===== src/hdl/text_char_renderer_macros.svh =====
// assertion macros for the text character renderer
// used by the top level only, clock clk and reset rst_n taken from the including scope
`ifndef TEXT_CHAR_RENDERER_MACROS_SVH
`define TEXT_CHAR_RENDERER_MACROS_SVH

// same-cycle implication
`define TCR_ASSERT_NOW(lbl, ante, cons, msg) \
  lbl: assert property (@(posedge clk) disable iff (!rst_n) (ante) |-> (cons)) \
    else $error(msg);

// next-cycle implication
`define TCR_ASSERT_NEXT(lbl, ante, cons, msg) \
  lbl: assert property (@(posedge clk) disable iff (!rst_n) (ante) |=> (cons)) \
    else $error(msg);

`endif


===== src/hdl/trc_pkg.sv =====
// shared types, constants and the 8x16 font rom of the text character renderer
// no dependencies
`default_nettype none

package trc_pkg;

  localparam int unsigned GLYPH_W = 8;
  localparam int unsigned GLYPH_H = 16;

  localparam logic [7:0] CHAR_SPACE = 8'h20;
  localparam logic [7:0] CHAR_TILDE = 8'h7e;
  localparam logic [3:0] ROW_LAST   = 4'(GLYPH_H - 1);

  // placement decision for one accepted item
  typedef struct packed {
    logic       keep;
    logic [7:0] x;
    logic [7:0] y;
    logic [6:0] ch;
  } place_t;

  // whole glyph, row 0 in the top byte
  function automatic logic [127:0] glyph_bits(input logic [6:0] ch);
    logic [127:0] g;
    case (ch)
      7'h25:   g = 128'h0000464c_3a32160c_18342c5c_62000000; // percent
      7'h2d:   g = 128'h00000000_0000003e_00000000_00000000; // minus
      7'h2e:   g = 128'h00000000_00000000_00000000_0c0c0000; // period
      7'h30:   g = 128'h00001c22_42424242_42424222_1c000000;
      7'h31:   g = 128'h0000081c_08080808_08080808_1c000000;
      7'h32:   g = 128'h00001c22_42020204_08102042_7e000000;
      7'h33:   g = 128'h00001c22_4202021c_02024222_1c000000;
      7'h34:   g = 128'h0000040c_14244444_7e040404_1e000000;
      7'h35:   g = 128'h00007e40_40407c02_02024222_1c000000;
      7'h36:   g = 128'h00001c22_40407c42_42424222_1c000000;
      7'h37:   g = 128'h00007e42_02020404_08081010_10000000;
      7'h38:   g = 128'h00001c22_42221c22_42424222_1c000000;
      7'h39:   g = 128'h00001c22_4242423e_02024222_1c000000;
      7'h3a:   g = 128'h00000000_0c0c0000_00000c0c_00000000; // colon
      7'h41:   g = 128'h00001018_28284444_7c444444_44000000;
      7'h42:   g = 128'h00007c22_22223c22_22222222_7c000000;
      7'h43:   g = 128'h00003c42_42404040_40404242_3c000000;
      7'h4d:   g = 128'h00004262_72524a4a_42424242_42000000;
      7'h50:   g = 128'h00007c22_22223c40_40404040_40000000;
      7'h52:   g = 128'h00007c22_22223c28_24444444_44000000;
      7'h53:   g = 128'h00003c42_42403c02_02024222_1c000000;
      7'h54:   g = 128'h00007e18_18181818_18181818_18000000;
      7'h57:   g = 128'h00004242_42424a4a_52526222_22000000;
      default: g = 128'h0;
    endcase
    return g;
  endfunction

  // one font row, bit 7 is the leftmost pixel
  function automatic logic [7:0] font_row(input logic [6:0] ch, input logic [3:0] row);
    logic [127:0] g;
    g = glyph_bits(ch);
    return g[{~row, 3'b000} +: 8];
  endfunction

endpackage

`default_nettype wire


===== src/hdl/trc_cursor.sv =====
// cursor, wrap and bottom-edge logic of the text character renderer
// depends on trc_pkg
`default_nettype none

module trc_cursor import trc_pkg::*; #(
  parameter int unsigned SCREEN_WIDTH  = 128,
  parameter int unsigned SCREEN_HEIGHT = 160
) (
  input  wire logic       clk,
  input  wire logic       rst_n,
  input  wire logic       accept,
  input  wire logic [7:0] char_code,
  input  wire logic       new_string,
  input  wire logic [7:0] start_x,
  input  wire logic [7:0] start_y,
  output place_t          place
);

  localparam logic [9:0] WIDTH_LIM  = 10'(SCREEN_WIDTH);
  localparam logic [9:0] HEIGHT_LIM = 10'(SCREEN_HEIGHT);

  logic [8:0] cursor_x_r, cursor_x_nxt;
  logic [8:0] cursor_y_r, cursor_y_nxt;
  logic       halted_r, halted_nxt;

  logic [8:0] base_x, base_y, wx, wy;
  logic       halt_in, wrap, drop;

  always_comb begin
    base_x  = new_string ? {1'b0, start_x} : cursor_x_r;
    base_y  = new_string ? {1'b0, start_y} : cursor_y_r;
    halt_in = !new_string && halted_r;
    wrap    = ({1'b0, base_x} + 10'(GLYPH_W)) > WIDTH_LIM;
    wx      = wrap ? 9'd0 : base_x;
    wy      = wrap ? base_y + 9'(GLYPH_H) : base_y;
    drop    = ({1'b0, wy} + 10'(GLYPH_H)) > HEIGHT_LIM;

    place.keep = !halt_in && !drop;
    place.x    = wx[7:0];
    place.y    = wy[7:0];
    place.ch   = (char_code < CHAR_SPACE || char_code > CHAR_TILDE) ?
                 CHAR_SPACE[6:0] : char_code[6:0];

    cursor_x_nxt = cursor_x_r;
    cursor_y_nxt = cursor_y_r;
    halted_nxt   = halted_r;
    if (accept) begin
      if (halt_in) begin
        halted_nxt = 1'b1;
      end else if (drop) begin
        cursor_x_nxt = wx;
        cursor_y_nxt = wy;
        halted_nxt   = 1'b1;
      end else begin
        cursor_x_nxt = wx + 9'(GLYPH_W);
        cursor_y_nxt = wy;
        halted_nxt   = 1'b0;
      end
    end
  end

  always_ff @(posedge clk) begin
    if (!rst_n) begin
      cursor_x_r <= '0;
      cursor_y_r <= '0;
      halted_r   <= 1'b0;
    end else begin
      cursor_x_r <= cursor_x_nxt;
      cursor_y_r <= cursor_y_nxt;
      halted_r   <= halted_nxt;
    end
  end

endmodule

`default_nettype wire


===== src/hdl/trc_row_gen.sv =====
// pending-character slot and glyph row output register of the text character renderer
// depends on trc_pkg
`default_nettype none

module trc_row_gen import trc_pkg::*; (
  input  wire logic        clk,
  input  wire logic        rst_n,
  input  wire logic        job_load,
  input  wire place_t      job,
  output logic             slot_free,
  input  wire logic [15:0] fg_color,
  input  wire logic [15:0] back_color,
  output logic             out_valid,
  input  wire logic        out_ready,
  output logic [7:0]       out_x,
  output logic [7:0]       out_y,
  output logic [3:0]       out_row,
  output logic [15:0]      out_pix [GLYPH_W],
  output logic             out_last
);

  logic        job_valid_r, job_valid_nxt;
  place_t      job_r;
  logic        out_valid_r, out_valid_nxt;
  logic [7:0]  x_r, x_nxt, y_r, y_nxt;
  logic [6:0]  ch_r, ch_nxt;
  logic [3:0]  row_r, row_nxt;
  logic [15:0] pix_r [GLYPH_W];
  logic [15:0] pix_nxt [GLYPH_W];
  logic [7:0]  bits;
  logic        adv, more, job_take;

  always_comb begin
    adv      = !out_valid_r || out_ready;
    more     = out_valid_r && (row_r != ROW_LAST);
    job_take = adv && !more && job_valid_r;
    slot_free = !job_valid_r || job_take;

    job_valid_nxt = job_load ? 1'b1 : (job_take ? 1'b0 : job_valid_r);

    out_valid_nxt = out_valid_r;
    x_nxt   = x_r;
    y_nxt   = y_r;
    ch_nxt  = ch_r;
    row_nxt = row_r;
    if (adv) begin
      if (more) begin
        row_nxt = row_r + 4'd1;
      end else if (job_valid_r) begin
        out_valid_nxt = 1'b1;
        x_nxt   = job_r.x;
        y_nxt   = job_r.y;
        ch_nxt  = job_r.ch;
        row_nxt = 4'd0;
      end else begin
        out_valid_nxt = 1'b0;
      end
    end

    bits = font_row(ch_nxt, row_nxt);
    for (int i = 0; i < GLYPH_W; i++) begin
      pix_nxt[i] = bits[GLYPH_W - 1 - i] ? fg_color : back_color;
    end
  end

  always_ff @(posedge clk) begin
    if (!rst_n) begin
      job_valid_r <= 1'b0;
      out_valid_r <= 1'b0;
    end else begin
      job_valid_r <= job_valid_nxt;
      out_valid_r <= out_valid_nxt;
    end
  end

  always_ff @(posedge clk) begin
    if (job_load) begin
      job_r <= job;
    end
    x_r   <= x_nxt;
    y_r   <= y_nxt;
    ch_r  <= ch_nxt;
    row_r <= row_nxt;
    pix_r <= pix_nxt;
  end

  assign out_valid = out_valid_r;
  assign out_x     = x_r;
  assign out_y     = y_r;
  assign out_row   = row_r;
  assign out_pix   = pix_r;
  assign out_last  = (row_r == ROW_LAST);

endmodule

`default_nettype wire


===== src/hdl/text_char_renderer.sv =====
// top level of the 8x16 bitmap text character renderer
// depends on trc_pkg, trc_cursor, trc_row_gen and text_char_renderer_macros.svh
//
//   channel   direction  handshake              payload
//   in_       in         in_valid / in_ready    char_code, new_string, start_x, start_y
//   out_      out        out_valid / out_ready  glyph_x, glyph_y, glyph_row, pixel_0..7, last_row
//   cfg_      in         cfg_we                 cfg_index, cfg_data
//
// a kept character gives 16 rows, one row per cycle from the row output register while out_ready
// is high; a dropped or halted character gives nothing
// one pending-character slot sits ahead of the row register, so the next item is taken
// while the current character is still being sent
// reset is synchronous, active low: cursor at (0,0), not halted, fg 0xffff, bg 0x0000
// out_ready low holds the current row; the slot then fills and in_ready drops
`default_nettype none

module text_char_renderer import trc_pkg::*; #(
  parameter int unsigned SCREEN_WIDTH  = 128,
  parameter int unsigned SCREEN_HEIGHT = 160
) (
  input  wire logic        clk,
  input  wire logic        rst_n,
  // input items
  input  wire logic        in_valid,
  output logic             in_ready,
  input  wire logic [7:0]  in_char_code,
  input  wire logic        in_new_string,
  input  wire logic [7:0]  in_start_x,
  input  wire logic [7:0]  in_start_y,
  // result items
  output logic             out_valid,
  input  wire logic        out_ready,
  output logic [7:0]       out_glyph_x,
  output logic [7:0]       out_glyph_y,
  output logic [3:0]       out_glyph_row,
  output logic [15:0]      out_pixel_0,
  output logic [15:0]      out_pixel_1,
  output logic [15:0]      out_pixel_2,
  output logic [15:0]      out_pixel_3,
  output logic [15:0]      out_pixel_4,
  output logic [15:0]      out_pixel_5,
  output logic [15:0]      out_pixel_6,
  output logic [15:0]      out_pixel_7,
  output logic             out_last_row,
  // configuration writes
  input  wire logic        cfg_we,
  input  wire logic        cfg_index,
  input  wire logic [15:0] cfg_data
);

`include "text_char_renderer_macros.svh"

  // register indexes
  localparam logic REG_FG_COLOR   = 1'b0;
  localparam logic REG_BACK_COLOR = 1'b1;

  logic [15:0] fg_color_r, back_color_r;
  logic        in_accept, slot_free;
  place_t      place;
  logic [15:0] pix [GLYPH_W];

  // color registers; the user must write them only while idle, the block itself does not enforce it
  always_ff @(posedge clk) begin
    if (!rst_n) begin
      fg_color_r   <= 16'hffff;
      back_color_r <= 16'h0000;
    end else if (cfg_we) begin
      case (cfg_index)
        REG_FG_COLOR:   fg_color_r   <= cfg_data;
        REG_BACK_COLOR: back_color_r <= cfg_data;
        default: ;
      endcase
    end
  end

  assign in_ready  = slot_free;
  assign in_accept = in_valid && in_ready;

  // placement is decided in the accept cycle, so the cursor is current for the next item
  trc_cursor #(
    .SCREEN_WIDTH  (SCREEN_WIDTH),
    .SCREEN_HEIGHT (SCREEN_HEIGHT)
  ) u_cursor (
    .clk        (clk),
    .rst_n      (rst_n),
    .accept     (in_accept),
    .char_code  (in_char_code),
    .new_string (in_new_string),
    .start_x    (in_start_x),
    .start_y    (in_start_y),
    .place      (place)
  );

  // only kept characters enter the slot
  trc_row_gen u_row_gen (
    .clk        (clk),
    .rst_n      (rst_n),
    .job_load   (in_accept && place.keep),
    .job        (place),
    .slot_free  (slot_free),
    .fg_color   (fg_color_r),
    .back_color (back_color_r),
    .out_valid  (out_valid),
    .out_ready  (out_ready),
    .out_x      (out_glyph_x),
    .out_y      (out_glyph_y),
    .out_row    (out_glyph_row),
    .out_pix    (pix),
    .out_last   (out_last_row)
  );

  assign out_pixel_0 = pix[0];
  assign out_pixel_1 = pix[1];
  assign out_pixel_2 = pix[2];
  assign out_pixel_3 = pix[3];
  assign out_pixel_4 = pix[4];
  assign out_pixel_5 = pix[5];
  assign out_pixel_6 = pix[6];
  assign out_pixel_7 = pix[7];

  // rows of one character come out in order
  `TCR_ASSERT_NEXT(a_row_step, out_valid && out_ready && !out_last_row, out_valid && out_glyph_row == 4'($past(out_glyph_row) + 4'd1), "glyph row did not advance by one")
  // the character cell does not move between its rows
  `TCR_ASSERT_NEXT(a_cell_hold, out_valid && out_ready && !out_last_row, out_glyph_x == $past(out_glyph_x) && out_glyph_y == $past(out_glyph_y), "cell origin changed within a character")
  // a new character always starts at row 0
  `TCR_ASSERT_NEXT(a_row_restart, out_valid && out_ready && out_last_row, !out_valid || out_glyph_row == 4'd0, "character did not start at row 0")
  // input stalls only behind a character in progress
  `TCR_ASSERT_NOW(a_stall_cause, !in_ready, out_valid, "input stalled with no rows pending")

endmodule

`default_nettype wire


===== config.mk =====
export PLATFORM = sky130hd
export DESIGN_NAME = text_char_renderer
export DESIGN_NICKNAME = d
export VERILOG_FILES = /design/src/hdl/trc_pkg.sv /design/src/hdl/trc_cursor.sv /design/src/hdl/trc_row_gen.sv /design/src/hdl/text_char_renderer.sv
export VERILOG_INCLUDE_DIRS = /design/src /design/src/hdl
export SDC_FILE = /design/constraint.sdc
export NUM_CORES = 1
export LEC_CHECK = 0
export BUFFER_PORTS_ARGS = -buffer_cell sky130_fd_sc_hd__buf_2
export CAP_MARGIN = 5
export CORE_ASPECT_RATIO = 0.75
export CORE_UTILIZATION = 57
export DETAILED_ROUTE_END_ITERATION = 10
export PLACE_DENSITY = 0.83
export SYNTH_ARGS = -nofsm -noshare
export SYNTH_HDL_FRONTEND = slang
export SYNTH_HIERARCHICAL = 1
export SYNTH_SLANG_ARGS = --single-unit

===== constraint.sdc =====
create_clock -name clk -period 6 [get_ports clk]
set_input_delay 0.6 -clock clk [delete_from_list [all_inputs] [get_ports clk]]
set_output_delay 0.6 -clock clk [all_outputs]
set_load 0.01 [all_outputs]

==> results.md, run 1 <==
- Status: complete, no violations
- Total power: 0.00428 W
- Drt pass-1 iters: 5
- WP data required: 6.18 ns
- Final hold vios: 0
- First-pass GRT wire length: 49500 um
- Root buf cell: clkbuf_16
- CTS sink count: 215
- Core area: 0.0188 mm2
- Crit-path max cell delay: 0.54 ns
- Vias: 9489
- Ant. Diodes: 0
- Max Cap Violations: 0
- Final weighted congestion in routability-driven placement: 0.997
- Synth async-reset ratio: 0%
- Worst Path Arrival: 5.02 ns
- Top cell type's share of synthesized area: 31.7%
- Max VDD drop: 310 uV
- Die Ht: 123 um
- Initial antenna violation count: 0
- # port buffers: 197
- Largest net degree at the start of global routing: 62
- Worst path slowest cell: buf_2
- Total track usage: 31.5%
- Row cnt: 43
- Leading area contributor after synthesis: dfxtp_1
- HP Class: in2reg
- TritonCTS buffer count: 21
- Max Clock Freq: 0.207 GHz
- DR WL/cell: 21.5 um
- Sequential share of the synthesized area: 42.2%
- Hold WS: 0.344 ns
- Syn Area/Cell: 10.0 um2
- Worst-margin pin slew: 0.990 ns
- Crit path max-delay family: simple AND/OR/NAND/NOR gates
- Fill cells: 1440
- Clk slew on worst S/H paths: 0.06 ns
- EDFF count, synth: 39
- Cts repair resizes: 0
- CP Class: in2reg
- Final cell utilization of the core: 67.1%
- Cts hold-fix bufs: 0
- Total number of yosys warnings: 6
- Final setup violation count: 0
- Netlist cell types: 102
- Antenna Nets Post-Route: 0
- Setup Buffers After CTS: 0
- I/O pin count: 198
- Mapped Nets: 1163
- Die Wd: 163 um
- Synth area leaders: dfxtp_1 (32%), edfxtp_1 (11%), mux2_2 (8.8%), nand2_1 (3.2%), mux2_4 (2.7%)
- CTS tree: done
- Crit path buffers/inverters: 4
- Multi-input gate area: 0.00561 mm2
- Mapped Area: 0.0111 mm2
- FF/Latch Area: 0.00469 mm2
- CP Capture Type: register
- Slew Limit Fails: 0
- Area Growth Syn to Fin: 13.2%
- DIE AREA: 0.0201 mm2
- DRC: 0
- RSZ-0062 raised after global routing: no
- Max Root-Sink Buffers: 3
- Starting Density: 59.3%
- Post-Route WL: 32500 um
- Top_reg_cell synth: dfxtp_1
- Layout cells sized above 1: 33.5%
- Tcrit/Tclk final: 80.6%
- Critical path launch point type: input port
- Post-DP HPWL: 23100 um
- Pwr/cell area: 340 mW/mm2
- H-tree levels: 1
- Minimum clock period: 4.83 ns
- Post-synth top cells: dfxtp_1 (176), nand2_1 (95), mux2_2 (87)
- Vias in the first global route: 8867
- Crit Path Max Fanout: 32
- Rel. slew slack: 33.8%
- Seq cells post-synth: 215
- Synthesized instance count: 1110
- CP Cell Sequence: buf_2 > mux2i_1 > inv_1 > ha_1 > nor4b_1 > nand3b_1 > nand2_1 > o211ai_2 > xnor2_1 > ha_1 > a31oi_1 > a21boi_0 > nand2_1 > nor4_2 > a221oi_2 > buf_4 > nor2b_1 > and3_1 > buf_4
- P_leak: 5.48 nW
- Most frequent cell after synthesis: dfxtp_1
- Overflow left after global routing: 0
- Clk Latency, worst-skew pair: 0.51 ns
- Final setup TNS: 0 ns
- Max Clock Skew: 0.0227 ns
- Starting DRT DRC Count: 982
- Vias per inst: 6.28
- Final Net Count: 1302
==> final timing paths <==
kind                                                     startpoint                            end  slack, ns  cells after the start
worst min register to register         u_row_gen/job_r[8]$_DFFE_PP_   u_row_gen/out_y[1]$_DFFE_PP_       0.41                      0
worst max register to register  u_cursor/cursor_x_r[3]$_SDFFE_PN0P_  u_row_gen/job_r[14]$_DFFE_PP_       1.54                     19
worst min-delay path                                    cfg_data[8]   back_color_r[8]$_SDFFE_PN0P_       0.34                      3
worst max-delay path                                  in_new_string  u_row_gen/job_r[14]$_DFFE_PP_       1.17                     19
==> worst reg2reg max path, cell delays in order, from the launching register on <==
cell       delay [ns]
dfxtp_1          0.39
mux2i_1          0.13
inv_1            0.13
ha_1             0.25
nand4bb_1        0.16
a211oi_1         0.43
nor2_1           0.10
o211ai_2         0.12
mux2_2           0.41
inv_1            0.08
ha_1             0.16
a31oi_1          0.10
a21boi_0         0.28
nand2_1          0.12
nor4_2           0.25
a221oi_2         0.05
buf_4            0.18
nor2b_1          0.10
and3_1           0.34
buf_4            0.34
==> cell families after synthesis <==
group	Yosys count	synth area share, %
and+or+nand+nor	387	19.6
buffers and inverters	136	7.39
AOI/OAI and AO/OA	221	15.1
DFF	215	42.2
xor gates and xnor gates	10	0.922
adders and majority gates	6	0.675
muxes	135	14.2
==> registers in the layout, summed over array words and instances (netlist names) <==
name                   count
u_row_gen/out_pix        112
u_row_gen/job_valid_r      1
u_row_gen/ch_r             7
u_cursor/halted_r          1
u_row_gen/out_valid        1
fg_color_r                16
u_cursor/cursor_x_r        9
u_cursor/cursor_y_r        9
back_color_r              16
u_row_gen/out_row          4
u_row_gen/job_r           23
u_row_gen/out_y            8
u_row_gen/out_x            8
==> metal layers <==
| layer | vias to the layer above | global-route usage, % | part of all wire [%] |
|---|---|---|---|
| li1 | 4347 | - | - |
| met1 | 4480 | 43.3 | 42 |
| met2 | 575 | 47.7 | 44 |
| met3 | 87 | 7.41 | 11 |
| met4 | 0 | 12.6 | 3.5 |
| met5 | - | 0 | 0 |
==> power by group <==
part | switching, W | leakage (nW) | internal, W | total (W)
Clock | 0.000565 | 0.353 | 0.000775 | 0.00134
Sequential | 0.000162 | 1.82 | 0.00163 | 0.00180
Combinational | 0.000706 | 3.31 | 0.000438 | 0.00114
Total | 0.00143 | 5.48 | 0.00285 | 0.00428
==> cells in the final DEF, fill, tap and decap left out, types with 11 or more instances in the layout <==
cell / count
or3_1: 13
o211ai_1: 16
mux2_2: 87
mux2i_1: 23
dfxtp_1: 176
inv_1: 33
nor2_1: 51
buf_4: 18
a31oi_1: 12
mux2_4: 20
buf_2: 197
nor4_1: 15
o211ai_2: 11
edfxtp_1: 39
o21ai_0: 40
nor2b_1: 14
nand4_1: 27
a21oi_1: 43
nor3_1: 25
clkbuf_16: 22
nand3_1: 38
nand2_1: 95
and2_1: 16
nand3b_1: 26
nand2b_1: 13
==> per-stage QoR <==
step	cell area, um2	instances	setup WS (ns)
global route	12600	1511	0.770
CTS	12600	1511	1.24
global placement	11900	1473	0.907
finish	12600	1511	1.17
detailed placement	11900	1473	0.732
floorplan	11100	1110	1.20
==> cell type report <==
type	count	share of cell area, %
Tap cell	247	2.45
Clock buffer	30	4.93
Timing Repair Buffer	216	9.05
Inverter	36	1.09
Multi-Input combinational cell	759	44.5
Clock inverter	8	0.675
Sequential cell	215	37.2
Note: power is estimated with default switching activity, not from simulation.
==> run 2, diff against run 1 <==
--- a/config.mk
+++ b/config.mk
@@ -9,9 +9,9 @@
 export BUFFER_PORTS_ARGS = -buffer_cell sky130_fd_sc_hd__buf_2
 export CAP_MARGIN = 5
 export CORE_ASPECT_RATIO = 0.75
-export CORE_UTILIZATION = 57
+export CORE_UTILIZATION = 51
 export DETAILED_ROUTE_END_ITERATION = 10
-export PLACE_DENSITY = 0.83
+export PLACE_DENSITY = 0.79
 export SYNTH_ARGS = -nofsm -noshare
 export SYNTH_HDL_FRONTEND = slang
 export SYNTH_HIERARCHICAL = 1
==> constraint.sdc (replaced) <==
create_clock -name clk -period 3.9 [get_ports clk]
set_input_delay 0.39 -clock clk [delete_from_list [all_inputs] [get_ports clk]]
set_output_delay 0.39 -clock clk [all_outputs]
set_load 0.01 [all_outputs]
==> results.md, run 2 (synthesis gave the netlist of run 1 again) <==
- Rel. slew slack: 46.7%
- Largest register FFs: 112
- CTS sink count: 215
- Drt pass-1 iters: 6
- CP Class: reg2reg
- Final Net Count: 1356
- Vias per inst: 6.05
- Internal: 0.00454 W
- Slew Limit Fails: 0
- Minimum clock period: 3.75 ns
- Max Root-Sink Buffers: 3
- Overflow left after global routing: 0
- Total track usage: 29.5%
- Die Wd: 173 um
- Crit Path Max Fanout: 16
- Starting DRT DRC Count: 813
- TritonCTS buffer count: 21
- Status: complete, no violations
- Vias in the first global route: 9059
- Max Clock Skew: 0.0214 ns
- Pwr/cell area: 512 mW/mm2
- Switch share: 32.9%
- Root buf cell: clkbuf_16
- P_leak: 5.79 nW
- Row cnt: 46
- Hold WS: 0.141 ns
- Commonest cells after routing, fill and taps aside: buf_2 (197), dfxtp_1 (175), nand2_1 (95), mux2_2 (86), buf_4 (64)
- HP Class: in2reg
- DRC: 0
- I/O pin count: 198
- Worst Path Arrival: 4.12 ns
- Fill cells: 1766
- Final setup violation count: 0
- Max VDD drop: 340 uV
- Post-route cell area: 0.0132 mm2
- Core area: 0.0212 mm2
- Largest net degree at the start of global routing: 61
- Critical path launch point type: register
- Post-DP HPWL: 25200 um
- Total power: 0.00677 W
- Clk network pwr share: 30.4%
- Vias: 9709
- # port buffers: 197
- Antenna Nets Post-Route: 0
- Area Growth Syn to Fin: 18.9%
- H-tree levels: 1
- Layout cells sized above 1: 36.9%
- Commonest non-fill, non-tap cell in the layout: buf_2
- Tcrit/Tclk final: 96.2%
- CTS tree: done
- Fin cells: 1604
- DIE AREA: 0.0224 mm2
- Final setup TNS: 0 ns
- Placed cells: 1566
- Die Ht: 130 um
- Clk Latency, worst-skew pair: 0.50 ns
- CP Capture Type: register
- Post-Route WL: 34600 um
- P_sw: 0.00223 W
- First-pass GRT wire length: 52300 um
- Clk slew on worst S/H paths: 0.06 ns
- RSZ-0062 raised after global routing: no
- Flop pwr share: 40.9%
- WP data required: 4.27 ns
- Cell Area, Placed: 0.0125 mm2
- Initial antenna violation count: 0
- Ant. Diodes: 0
- Logic pwr share: 28.8%
- Worst-margin pin slew: 0.798 ns
- Max Clock Freq: 0.267 GHz
- Final weighted congestion in routability-driven placement: 0.982
- Final hold vios: 0
- DR WL/cell: 21.6 um
- Max Cap Violations: 0
- Starting Density: 52.4%
-- run 2: final timing paths --
check / end / cells past startpoint / from / slack, ns
max: u_row_gen/out_pix[62]$_DFF_P_ / 10 / u_row_gen/out_row[0]$_DFF_P_ / 0.15
min: back_color_r[1]$_SDFFE_PN0P_ / 3 / cfg_data[1] / 0.14
max reg2reg: u_row_gen/out_pix[62]$_DFF_P_ / 10 / u_row_gen/out_row[0]$_DFF_P_ / 0.15
min reg2reg: u_row_gen/out_y[6]$_DFFE_PP_ / 0 / u_row_gen/job_r[13]$_DFFE_PP_ / 0.42
-- run 2: critical path, stage by stage (launching register included) --
cell and delay, ns:
dfxtp_1 0.41, ha_1 0.26, nand3_1 0.19, a211oi_4 0.67, o211ai_1 0.30, a211oi_1 0.57, a31oi_1 0.24, a221oi_2 0.29
o41ai_4 0.16, buf_12 0.19, mux2_1 0.33
-- run 2: power by group through the flow --
stage | Clock, W | Combinational, W | Sequential (W)
global route | 0.00218 | 0.00207 | 0.00280
global placement | 0 | 0.00187 | 0.00280
floorplan | 0 | 0.00130 | 0.00273
detailed placement | 0 | 0.00188 | 0.00281
finish | 0.00206 | 0.00195 | 0.00277
CTS | 0.00208 | 0.00189 | 0.00276
-- run 2: layout make-up --
type | count | area [um2] | share of cell area [%]
clock inverters | 7 | 67.6 | 0.511
flip-flops and latches | 215 | 4700 | 35.5
inverters | 36 | 138 | 1.04
clock buffers | 29 | 641 | 4.84
multi-input cells | 760 | 5700 | 43.1
well taps | 288 | 360 | 2.72
repair buffers | 269 | 1630 | 12.3
-- run 2: what timing repair did --
item	in CTS	in global routing
hold buffers	0	0
resized for setup	0	8
setup endpoints to repair	0	28
buffers inserted	0	1
-- run 2: metrics by stage --
step | utilization [%] | setup WS, ns
after floorplan | - | 0.0138
after global placement | 58.7 | 0.0675
after detailed placement | 58.7 | -0.0589
after CTS | 62.0 | 0.0585
after global routing | 62.3 | 0.000958
final | 62.3 | 0.150
-- run 2: metal layers --
| layer | global-route usage, % | routed length, um | vias up |
|---|---|---|---|
| li1 | - | - | 4481 |
| met1 | 40.5 | 15200 | 4686 |
| met2 | 47.5 | 15900 | 479 |
| met3 | 5.04 | 2650 | 63 |
| met4 | 9.82 | 948 | 0 |
| met5 | 0 | 0 | - |
